## src/sv/ordered_queue_with_value_edit_macros.svh

```systemverilog
// assertion macros for the ordered queue block
`ifndef ORDERED_QUEUE_WITH_VALUE_EDIT_MACROS_SVH
`define ORDERED_QUEUE_WITH_VALUE_EDIT_MACROS_SVH

`ifndef NO_ASSERTIONS

// same-cycle implication, checked on every rising clock edge out of reset
`define OQVE_ASSERT_IMP(lbl, ante, cons, msg) \
   lbl: assert property (@(posedge clock) disable iff (reset) (ante) |-> (cons)) \
      else $error(msg);

// next-cycle implication, checked on every rising clock edge out of reset
`define OQVE_ASSERT_NEXT(lbl, ante, cons, msg) \
   lbl: assert property (@(posedge clock) disable iff (reset) (ante) |=> (cons)) \
      else $error(msg);

`else

`define OQVE_ASSERT_IMP(lbl, ante, cons, msg)
`define OQVE_ASSERT_NEXT(lbl, ante, cons, msg)

`endif

`endif

```

## src/sv/oqve_pkg.sv

```systemverilog
// shared types and constants for the ordered queue block
package oqve_pkg;

   localparam int DEPTH = 16;
   localparam int CNT_W = $clog2(DEPTH + 1);
   localparam int VAL_W = 32;

   typedef enum logic [1:0] {
      FUNC_ENQ = 2'd0,
      FUNC_DEQ = 2'd1,
      FUNC_DEL = 2'd2,
      FUNC_INS = 2'd3
   } func_type;

   typedef enum logic [1:0] {
      ST_OK        = 2'd0,
      ST_EMPTY     = 2'd1,
      ST_NOT_FOUND = 2'd2,
      ST_FULL      = 2'd3
   } status_type;

   // committed operation, broadcast to every cell
   typedef struct packed {
      logic enq;
      logic deq;
      logic del;
      logic ins;
   } cmd_type;

endpackage

```

## src/sv/oqve_cell.sv

```systemverilog
// one queue cell: holds an entry, matches the key, shifts with its neighbors
module oqve_cell
   import oqve_pkg::*;
(
   input  logic             clock,
   input  cmd_type          cmd,
   input  logic [VAL_W-1:0] key,
   input  logic [VAL_W-1:0] new_value,
   input  logic             first,
   input  logic             valid,
   input  logic             left_valid,
   input  logic [VAL_W-1:0] left_value,
   input  logic [VAL_W-1:0] right_value,
   input  logic             match_above_in,
   input  logic             sel_seen_in,
   input  logic             front_match,
   output logic [VAL_W-1:0] value,
   output logic             hit,
   output logic             match_out,
   output logic             sel_seen_out
);

   logic [VAL_W-1:0] value_ff;
   logic [VAL_W-1:0] value_in;
   logic             sel;
   logic             at_or_after;
   logic             tail;

   // local key match and the chains toward the neighbors
   assign hit          = valid && (value_ff == key);
   assign match_out    = hit || match_above_in;
   assign sel          = front_match ? first : (hit && !match_above_in);
   assign at_or_after  = sel_seen_in || sel;
   assign sel_seen_out = at_or_after;
   assign tail         = !valid && left_valid;

   // next entry value
   always_comb begin
      priority if (cmd.enq && tail) begin
         value_in = key;
      end else if (cmd.deq) begin
         value_in = right_value;
      end else if (cmd.del && at_or_after) begin
         value_in = right_value;
      end else if (cmd.ins && sel) begin
         value_in = new_value;
      end else if (cmd.ins && at_or_after) begin
         value_in = left_value;
      end else begin
         value_in = value_ff;
      end
   end

   always_ff @(posedge clock) begin
      value_ff <= value_in;
   end

   assign value = value_ff;

endmodule

```

## src/sv/ordered_queue_with_value_edit.sv

```systemverilog
// top level of the ordered queue with value edit
//
//   channel   ports                                   handshake
//   request   req_func, req_value, req_new_value      start & !busy
//   response  rsp_status, rsp_entry_count,            rsp_strobe, one cycle
//             rsp_front_valid, rsp_front_value
//
// one item per cycle: the row of cells matches the key in every cell at once
// and all cells shift in the same cycle, so busy stays low.
// the result appears the cycle after the item is taken and lasts one cycle.
// reset empties the queue (count to zero); entry storage keeps no reset.
// the receiver cannot stall, so nothing is held back.
`include "ordered_queue_with_value_edit_macros.svh"

module ordered_queue_with_value_edit
   import oqve_pkg::*;
(
   input  logic             clock,
   input  logic             reset,
   input  logic             start,
   output logic             busy,
   input  logic [1:0]       req_func,
   input  logic [VAL_W-1:0] req_value,
   input  logic [VAL_W-1:0] req_new_value,
   output logic             rsp_strobe,
   output logic [1:0]       rsp_status,
   output logic [CNT_W-1:0] rsp_entry_count,
   output logic             rsp_front_valid,
   output logic [VAL_W-1:0] rsp_front_value
);

   logic [CNT_W-1:0] count_ff;
   logic [CNT_W-1:0] count_in;
   logic             strobe_ff;
   logic             strobe_in;
   status_type       status_ff;
   status_type       status_in;

   logic [VAL_W-1:0] cell_value [DEPTH];
   logic [DEPTH-1:0] cell_valid;
   logic [DEPTH-1:0] cell_hit;
   logic [DEPTH:0]   match_chain;
   logic [DEPTH:0]   sel_chain;

   logic             accept;
   logic             full;
   logic             empty;
   logic             found;
   cmd_type          cmd;

   assign busy   = 1'b0;
   assign accept = start && !busy;
   assign full   = (count_ff == CNT_W'(DEPTH));
   assign empty  = (count_ff == '0);
   assign found  = match_chain[0];

   assign match_chain[DEPTH] = 1'b0;
   assign sel_chain[0]       = 1'b0;

   // row of cells, index 0 is the front
   for (genvar i = 0; i < DEPTH; i++) begin : g_cell
      logic             left_valid;
      logic [VAL_W-1:0] left_value;
      logic [VAL_W-1:0] right_value;

      assign cell_valid[i] = (count_ff > CNT_W'(i));

      if (i == 0) begin : g_front
         assign left_valid = 1'b1;
         assign left_value = '0;
      end else begin : g_inner
         assign left_valid = cell_valid[i-1];
         assign left_value = cell_value[i-1];
      end

      if (i == DEPTH - 1) begin : g_rear
         assign right_value = '0;
      end else begin : g_mid
         assign right_value = cell_value[i+1];
      end

      oqve_cell u_cell (
         .clock          (clock),
         .cmd            (cmd),
         .key            (req_value),
         .new_value      (req_new_value),
         .first          (i == 0),
         .valid          (cell_valid[i]),
         .left_valid     (left_valid),
         .left_value     (left_value),
         .right_value    (right_value),
         .match_above_in (match_chain[i+1]),
         .sel_seen_in    (sel_chain[i]),
         .front_match    (cell_hit[0]),
         .value          (cell_value[i]),
         .hit            (cell_hit[i]),
         .match_out      (match_chain[i]),
         .sel_seen_out   (sel_chain[i+1])
      );
   end

   // decode the item into a committed command and its status
   always_comb begin
      cmd       = '0;
      status_in = ST_OK;
      unique case (func_type'(req_func))
         FUNC_ENQ: begin
            if (full) begin
               status_in = ST_FULL;
            end else begin
               cmd.enq = accept;
            end
         end
         FUNC_DEQ: begin
            if (empty) begin
               status_in = ST_EMPTY;
            end else begin
               cmd.deq = accept;
            end
         end
         FUNC_DEL: begin
            priority if (empty) begin
               status_in = ST_EMPTY;
            end else if (!found) begin
               status_in = ST_NOT_FOUND;
            end else begin
               cmd.del = accept;
            end
         end
         FUNC_INS: begin
            priority if (empty) begin
               status_in = ST_EMPTY;
            end else if (!found) begin
               status_in = ST_NOT_FOUND;
            end else if (full) begin
               status_in = ST_FULL;
            end else begin
               cmd.ins = accept;
            end
         end
         default: begin
            status_in = ST_OK;
         end
      endcase
   end

   // occupancy update
   always_comb begin
      priority if (cmd.enq || cmd.ins) begin
         count_in = count_ff + CNT_W'(1);
      end else if (cmd.deq || cmd.del) begin
         count_in = count_ff - CNT_W'(1);
      end else begin
         count_in = count_ff;
      end
   end

   assign strobe_in = accept;

   always_ff @(posedge clock) begin
      if (reset) begin
         count_ff  <= '0;
         strobe_ff <= 1'b0;
      end else begin
         count_ff  <= count_in;
         strobe_ff <= strobe_in;
      end
   end

   always_ff @(posedge clock) begin
      status_ff <= status_in;
   end

   // response reads the state left by the item
   assign rsp_strobe      = strobe_ff;
   assign rsp_status      = status_ff;
   assign rsp_entry_count = count_ff;
   assign rsp_front_valid = !empty;
   assign rsp_front_value = empty ? '0 : cell_value[0];

   `OQVE_ASSERT_IMP(a_count_bound, 1'b1, count_ff <= CNT_W'(DEPTH), "count above depth")
   `OQVE_ASSERT_NEXT(a_accept_strobe, accept, rsp_strobe, "accepted item gave no result")
   `OQVE_ASSERT_NEXT(a_enq_grows, cmd.enq, count_ff == $past(count_ff) + CNT_W'(1), "enqueue lost")
   `OQVE_ASSERT_NEXT(a_deq_ok, cmd.deq, rsp_status == ST_OK, "dequeue on a non-empty queue not ok")

endmodule
```

## config.mk

```make
export PLATFORM = sky130hd
export DESIGN_NAME = ordered_queue_with_value_edit
export DESIGN_NICKNAME = d
export VERILOG_FILES = /design/src/sv/oqve_pkg.sv /design/src/sv/oqve_cell.sv /design/src/sv/ordered_queue_with_value_edit.sv
export VERILOG_INCLUDE_DIRS = /design/src /design/src/sv
export SDC_FILE = /design/constraint.sdc
export NUM_CORES = 2
export LEC_CHECK = 0
export BUFFER_PORTS_ARGS = -buffer_cell sky130_fd_sc_hd__buf_2
export CELL_PAD_IN_SITES_DETAIL_PLACEMENT = 0
export CELL_PAD_IN_SITES_GLOBAL_PLACEMENT = 1
export CORE_MARGIN = 2
export CORE_UTILIZATION = 46
export CTS_CLUSTER_SIZE = 8
export DETAILED_ROUTE_END_ITERATION = 10
export PLACE_DENSITY_LB_ADDON = 0.05
export SKIP_CTS_REPAIR_TIMING = 1
export SYNTH_ARGS = -nofsm -noshare
export SYNTH_HDL_FRONTEND = slang
export SYNTH_SLANG_ARGS = --single-unit
```

## constraint.sdc

```tcl
create_clock -name clock -period 5.35 [get_ports clock]
set_clock_uncertainty 0.05 [all_clocks]
set_input_delay 0.8025 -clock clock [delete_from_list [all_inputs] [get_ports clock]]
set_output_delay 0.8025 -clock clock [all_outputs]
set_load 0.01 [all_outputs]
```

### After elaboration in Yosys (flattened, before gate mapping)

Cells that the tools add are included.

| word-level totals | value |
|---|---|
| register bits | 520 |
| bits in latches | 0 |
| memory bits (writable) | 0 |
| memory bits (read-only) | 0 |
| input bits | 69 |
| output and inout port bits | 42 |
| logic and storage cells | 364 |
| memories | 0 |

| operators by class | value |
|---|---|
| $add $sub $neg | 2 |
| $mul | 0 |
| divide/modulo/power cells | 0 |
| $lt $le $gt $ge | 16 |
| equal/unequal tests | 20 |
| shift operators | 0 |
| mux-type cells | 115 |
| bitwise operators | 0 |
| reductions and logical operators | 192 |

Operators with widths:

| operator | number |
|---|---|
| 32-bit two-way mux | 80 |
| 32-bit equality test | 16 |
| 1-bit logical AND | 109 |
| 5-bit nonzero test | 15 |
| 5-bit by 4-bit > comparator with 1-bit output (second input constant) | 8 |
| 1-bit logical NOT | 32 |
| 1-bit logical OR | 32 |
| 1-bit two-way mux | 27 |
| 5-bit by 3-bit > comparator with 1-bit output (second input constant) | 4 |
| 5-bit by 1-bit > comparator with 1-bit output (second input constant) | 2 |
| 5-bit by 2-bit > comparator with 1-bit output (second input constant) | 2 |
| 2-bit two-way mux | 5 |
| 5-bit two-way mux | 2 |
| 2-bit case mux with 4 select lines | 1 |
| 5-bit by 1-bit adder with 5-bit output (second input constant) | 1 |
| 5-bit equality test (second input constant) | 1 |
| 5-bit logical NOT | 1 |
| 5-bit by 1-bit subtractor with 5-bit output (second input constant) | 1 |
| 2-bit equality test (second input constant) | 2 |
| 4-bit nonzero test | 1 |
| 2-bit by 1-bit equality test with 1-bit output (second input constant) | 1 |
| 2-bit logical NOT | 1 |
| 2-bit nonzero test | 1 |

### Depth between registers and ports, before layout

| logic depth | value |
|---|---|
| depth after elaboration | 40 |
| mapped depth | 17 |
| gate-level depth less buffers | 13 |

### Hierarchy

A second synthesis with hierarchy kept.

| second synthesis, totals | value |
|---|---|
| cells, all modules | 3,820 |
| area total of the unflattened synthesis | 41,041.9 sq um |

Modules (own cells, without submodules):

| module | times used | cells an instance | area an instance (sq um) |
|---|---|---|---|
| oqve_cell | 16 | 230 | 2,502.4 |
| ordered_queue_with_value_edit | 1 | 140 | 1,003.5 |

### Least setup slack after synthesis

No wires, ideal clock.

| timing | value |
|---|---|
| path kind | in2reg |
| from | in req_value[21] |
| to | reg g_cell[3].u_cell.value_ff[0] (enable) |
| library setup time | 629 ps |
| arrival time | 4,781 ps |
| data required time | 4,671 ps |
| slack | -110 ps |
| stages | 13 |
| path buffers | 3 |
| path through | buf_2 xor2_1 or4_1 or4_1 or4_4 nand4_2 nor4_1 and3b_1 and2_1 clkbuf_1 buf_2 nor3b_1 nand4_1 |

| on the way | value |
|---|---|
| longest elaborated chain between the ends | 24 |
| elaborated cells between the ends (all ways) | 72 |

Ends and longest elaborated chain:

| what | line | text |
|---|---|---|
| start: declaration | ordered_queue_with_value_edit.sv:23 | `input logic [VAL_W-1:0] req_value,` |
| 32-bit equality test | oqve_cell.sv:30 | `assign hit = valid && (value_ff == key);` |
| 1-bit logical AND | oqve_cell.sv:30 |  |
| 1-bit logical OR (14 in a row) | oqve_cell.sv:31 | `assign match_out = hit \|\| match_above_in;` |
| 1-bit logical NOT | oqve_cell.sv:32 | `assign sel = front_match ? first : (hit && !match_above_in);` |
| 1-bit logical AND | oqve_cell.sv:32 |  |
| 1-bit two-way mux | oqve_cell.sv:32 |  |
| 1-bit logical OR (3 in a row) | oqve_cell.sv:33 | `assign at_or_after = sel_seen_in \|\| sel;` |
| 1-bit logical AND (on tied branches) | oqve_cell.sv:47, oqve_cell.sv:43 |  |
| 5-bit nonzero test (no line) * | n/a |  |
| end signal: assignment | oqve_cell.sv:55 | `value_ff <= value_in;` |
| end: declaration | oqve_cell.sv:23 | `logic [VAL_W-1:0] value_ff;` |

Every way passes the cells marked *; elsewhere a longest branch is shown, timed or not.
A chain may end at the register's enable or synchronous reset.

### Final worst setup path

| timing | value |
|---|---|
| from | in req_value[30] |
| to | reg g_cell[12].u_cell.value_ff[13] (enable) |

| on the way | value |
|---|---|
| longest elaborated chain between the ends | 33 |
| elaborated cells between the ends (all ways) | 108 |

Ends and longest elaborated chain:

| what | line |
|---|---|
| 32-bit equality test | oqve_cell.sv:30 |
| 1-bit logical AND | oqve_cell.sv:30 |
| 1-bit logical OR (14 in a row) | oqve_cell.sv:31 |
| 1-bit logical NOT | oqve_cell.sv:32 |
| 1-bit logical AND | oqve_cell.sv:32 |
| 1-bit two-way mux | oqve_cell.sv:32 |
| 1-bit logical OR (12 in a row) | oqve_cell.sv:33 |
| 1-bit logical AND (on tied branches) | oqve_cell.sv:47, oqve_cell.sv:43 |
| 5-bit nonzero test (no line) * | n/a |
| end signal: assignment | oqve_cell.sv:55 |
| end: declaration | oqve_cell.sv:23 |

Marks and branches as above.

==> summary.md <==
| Metric | Value |
|---|---|
| Outcome | `complete, no violations` |
| Cell depth of the worst flop-to-flop path | `15` |
| Number of vias after detailed routing | `34100` |
| Main combinational cell family by area after synthesis | `multiplexers` |
| Post-layout worst setup margin | `0.4564 ns` |
| Power, Total | `11.04 mW` |
| Share of cell area taken by muxes after synthesis | `15.53%` |
| Min cycle time layout | `4.894 ns` |
| Post-synth top area share | `40.57%` |
| Flop and latch count out of synthesis | `520` |
| Cell total after placement | `4810` |
| Insertion delay of the later-clocked pin in the worst-skew pair | `0.64 ns` |
| Final Cycle Share | `91.47%` |
| Area growth from synthesis to layout | `13.80%` |
| Antenna violations before repair | `4` |
| Synth Flop Type | `sky130_fd_sc_hd__edfxtp_1` |
| Input/output buffers | `109` |
| Number of placed I/O pins | `111` |
| Htree depth | `3` |
| Max Freq | `0.2043 GHz` |
| Count of cell types in the netlist | `71` |
| GRT Resource Usage Total | `41.33%` |
| Launching element type of the critical path | `input port` |
| Max FO, Critical Path | `32` |
| Clock-pin slew on the worst setup and hold paths | `0.05 ns` |
| Number of nets with antenna violations after routing | `0` |
| Area of the placeable core | `0.08185 sq mm` |
| Post-route core utilization | `52.69%` |
| Cell leakage power | `17.07 nW` |
| Worst Hold Margin | `0.4655 ns` |
| Setup-violating endpoint count in the final report | `0` |
| CTS tree | `built` |
| Simple-gate portion of the synthesized area | `11.71%` |
| DRC Markers | `0` |
| Largest net degree at the start of global routing | `66` |
| Number of fillers in the final layout | `7441` |
| Post-synth EDFFs | `512` |
| Overall die height | `291.0 microns` |
| Wirelength per Cell | `36.56 microns` |
| Crit path DAT | `5.17 ns` |
| Count of non-filler cells in the finished layout | `4911` |
| Synthesized-area fraction occupied by ao, oa, aoi and oai cells | `14.19%` |
| Post-Syn Instances | `3775` |
| Number of buffers on the longest clock path | `3` |
| Crit path capture type | `register` |
| Post-synth ARST share | `0%` |
| Setup slack at placement | `-0.003852 ns` |
| Overflow left after global routing | `0` |
| Yosys top cell by area | `sky130_fd_sc_hd__edfxtp_1` |
| Worst supply voltage drop on vdd | `0.2139 mV` |
| Number of hold violations in the final report | `0` |
| Final setup TNS | `0 ns` |
| Data required time at the worst endpoint | `5.63 ns` |
| Power per Cell Area | `256.0 mW/mm^2` |
| Max-cap check violation count | `0` |
| Class of the tightest hold or removal check | `input port to register` |
| RSZ-0062 raised after global routing | `false` |
| Via count of the first global-routing pass | `32910` |
| Initial Util | `46.30%` |
| Fraction of layout cells with a size suffix above 1 | `17.54%` |
| Routability-driven placement congestion ratio | `1.042` |
| Number of warnings reported in the yosys synthesis log | `0` |
| Slew at the pin closest to its max-slew limit | `1.182 ns` |
| Count of final max-slew check failures | `0` |
| Worst Min Path Start | `start` |
| Number of cell rows | `105` |
| Die area | `0.08469 sq mm` |
| First-pass GRT wire length | `252.3 mm` |
| Nets@finish | `3891` |
| Final Instance Area | `0.04313 sq mm` |
| Cell at the root of the clock tree | `sky130_fd_sc_hd__clkbuf_16` |
| Net count of the mapped netlist | `3849` |
| Min-Delay Path Depth | `2` |
| Kind of critical path | `input port to register` |
| Synth Cell Area | `0.03790 sq mm` |
| Synth area leaders | `sky130_fd_sc_hd__edfxtp_1, sky130_fd_sc_hd__mux2i_1, sky130_fd_sc_hd__xor2_1, sky130_fd_sc_hd__xnor2_1, sky130_fd_sc_hd__o22ai_1` |
| Adder-cell share of the synthesized area | `0.1651%` |
| Launching instance or port of the critical path | `req_value[30]` |
| HPWL Detailed | `130.9 mm` |
| Critical register-to-register path startpoint | `rsp_entry_count[0]` |
| Average footprint of a synthesized cell | `10.04 sq um` |
| Relative max-transition margin | `21.23%` |
| Die W | `291.0 microns` |
| Number of sinks on the clock net | `520` |
| Fraction of synthesized cell area in xor and xnor cells | `12.02%` |
| Via density | `6.943` |
| DR pass1 iterations | `6` |
| Fraction of the yosys area taken by sequential cells | `40.99%` |
| Placement-stage cell area | `0.04105 sq mm` |
| Routed wire length | `179.6 mm` |
| DRC violation total after the first TritonRoute iteration | `4382` |
| Total CTS buffers | `75` |
[cell usage after synthesis (all sizes together) (5+ instances only)]
cell type and number:
edfxtp 512, mux2i 480, xor2 357, nand2 253, o21ai 246, o22ai 225
buf 207, clkbuf 206, a21oi 171, xnor2 163, nor4 126, nand3 103
mux2 96, nor2 86, nand4 78, a31oi 65, o221a 65, and2 43
inv 38, nor2b 37, a211oi 32, a221oi 31, nor3 30, or3 18
or4 18, nand4b 10, dfxtp 8, ha 5, nand2b 5
[path summary, 6_finish.rpt]
check	slack, ns	to
worst max-delay path	0.46	g_cell[12].u_cell.value[13]
worst min-delay path	0.47	rsp_strobe
worst max register to register	0.51	g_cell[9].u_cell.value[19]
worst min register to register	0.61	rsp_entry_count[1]
[critical path: stages]
cell	delay, ns
sky130_fd_sc_hd__buf_2	0.44
sky130_fd_sc_hd__buf_4	0.37
sky130_fd_sc_hd__xor2_1	0.11
sky130_fd_sc_hd__nor4_1	0.60
sky130_fd_sc_hd__nand2_1	0.17
sky130_fd_sc_hd__nor4_1	0.74
sky130_fd_sc_hd__buf_4	0.26
sky130_fd_sc_hd__nor4_1	0.04
sky130_fd_sc_hd__or4b_1	0.37
sky130_fd_sc_hd__a21o_1	0.24
sky130_fd_sc_hd__buf_4	0.26
sky130_fd_sc_hd__o31ai_4	0.14
sky130_fd_sc_hd__and2_1	0.22
sky130_fd_sc_hd__nand2_1	0.13
sky130_fd_sc_hd__buf_12	0.22
[cells in the final DEF (no fill, tap or decap), drive strengths merged, types with 4 or more instances in the layout]
cell type,synthesis,layout
o221a,65,65
nand4b,10,10
dfxtp,8,8
inv,38,43
xor2,357,357
nand2b,5,5
ha,5,5
o21ai,246,246
o31ai,4,4
nor2b,37,37
a221oi,31,31
nor4b,4,4
o22ai,225,225
edfxtp,512,512
nor3b,4,4
nor2,86,86
a211oi,32,32
and4b,4,4
a21oi,171,171
mux2,96,96
nand3,103,103
buf,207,378
or2,4,4
nand2,253,253
mux2i,480,480
and2,43,43
or4,18,18
and4,4,4
nor4,126,126
nand4,78,78
or3,18,18
or3b,4,4
xnor2,163,163
a31oi,65,65
clkbuf,206,92
nor3,30,30
[kinds of logic (layout without fill, tap and decap cells)]
logic type / Yosys count / count (layout)
flip-flops: 520 / 520
multiplexers: 576 / 576
buffers and inverters: 452 / 515
XOR/XNOR: 520 / 520
adder cells (fa/ha/maj): 5 / 5
AO/OA/AOI/OAI: 855 / 855
AND/OR/NAND/NOR: 846 / 846
other: 1 / 4
[layout make-up]
class	instances	area [sq um]	area share, %
repair buffers	378	3516	8.152
diodes	3	7.507	0.01741
inverters	39	146.4	0.3394
flip-flops and latches	520	15530	36.02
clock inverters	6	85.08	0.1973
well taps	1070	1339	3.104
multi-input cells	2803	20510	47.57
clock buffers	92	1983	4.598
[state kept, by name, summed over array words and instances (netlist names)]
signal and cells:
rsp_entry_count 5, rsp_strobe 1, rsp_status 2, g_cell.u_cell.value 512
[routing by layer]
layer  wire length [microns]  GRT usage, %
met3                   19150         9.506
met5                      12             0
met1                   67020         52.14
met4                   14480         27.78
met2                   78890         63.24
[power breakdown]
part / internal (mW) / total, mW / switching [mW]
Combinational: 0.580 / 1.79 / 1.21
Clock: 2.62 / 4.56 / 1.94
Sequential: 4.58 / 4.69 / 0.111
Total: 7.79 / 11.0 / 3.25
Note: power is estimated with default switching activity, not from simulation.
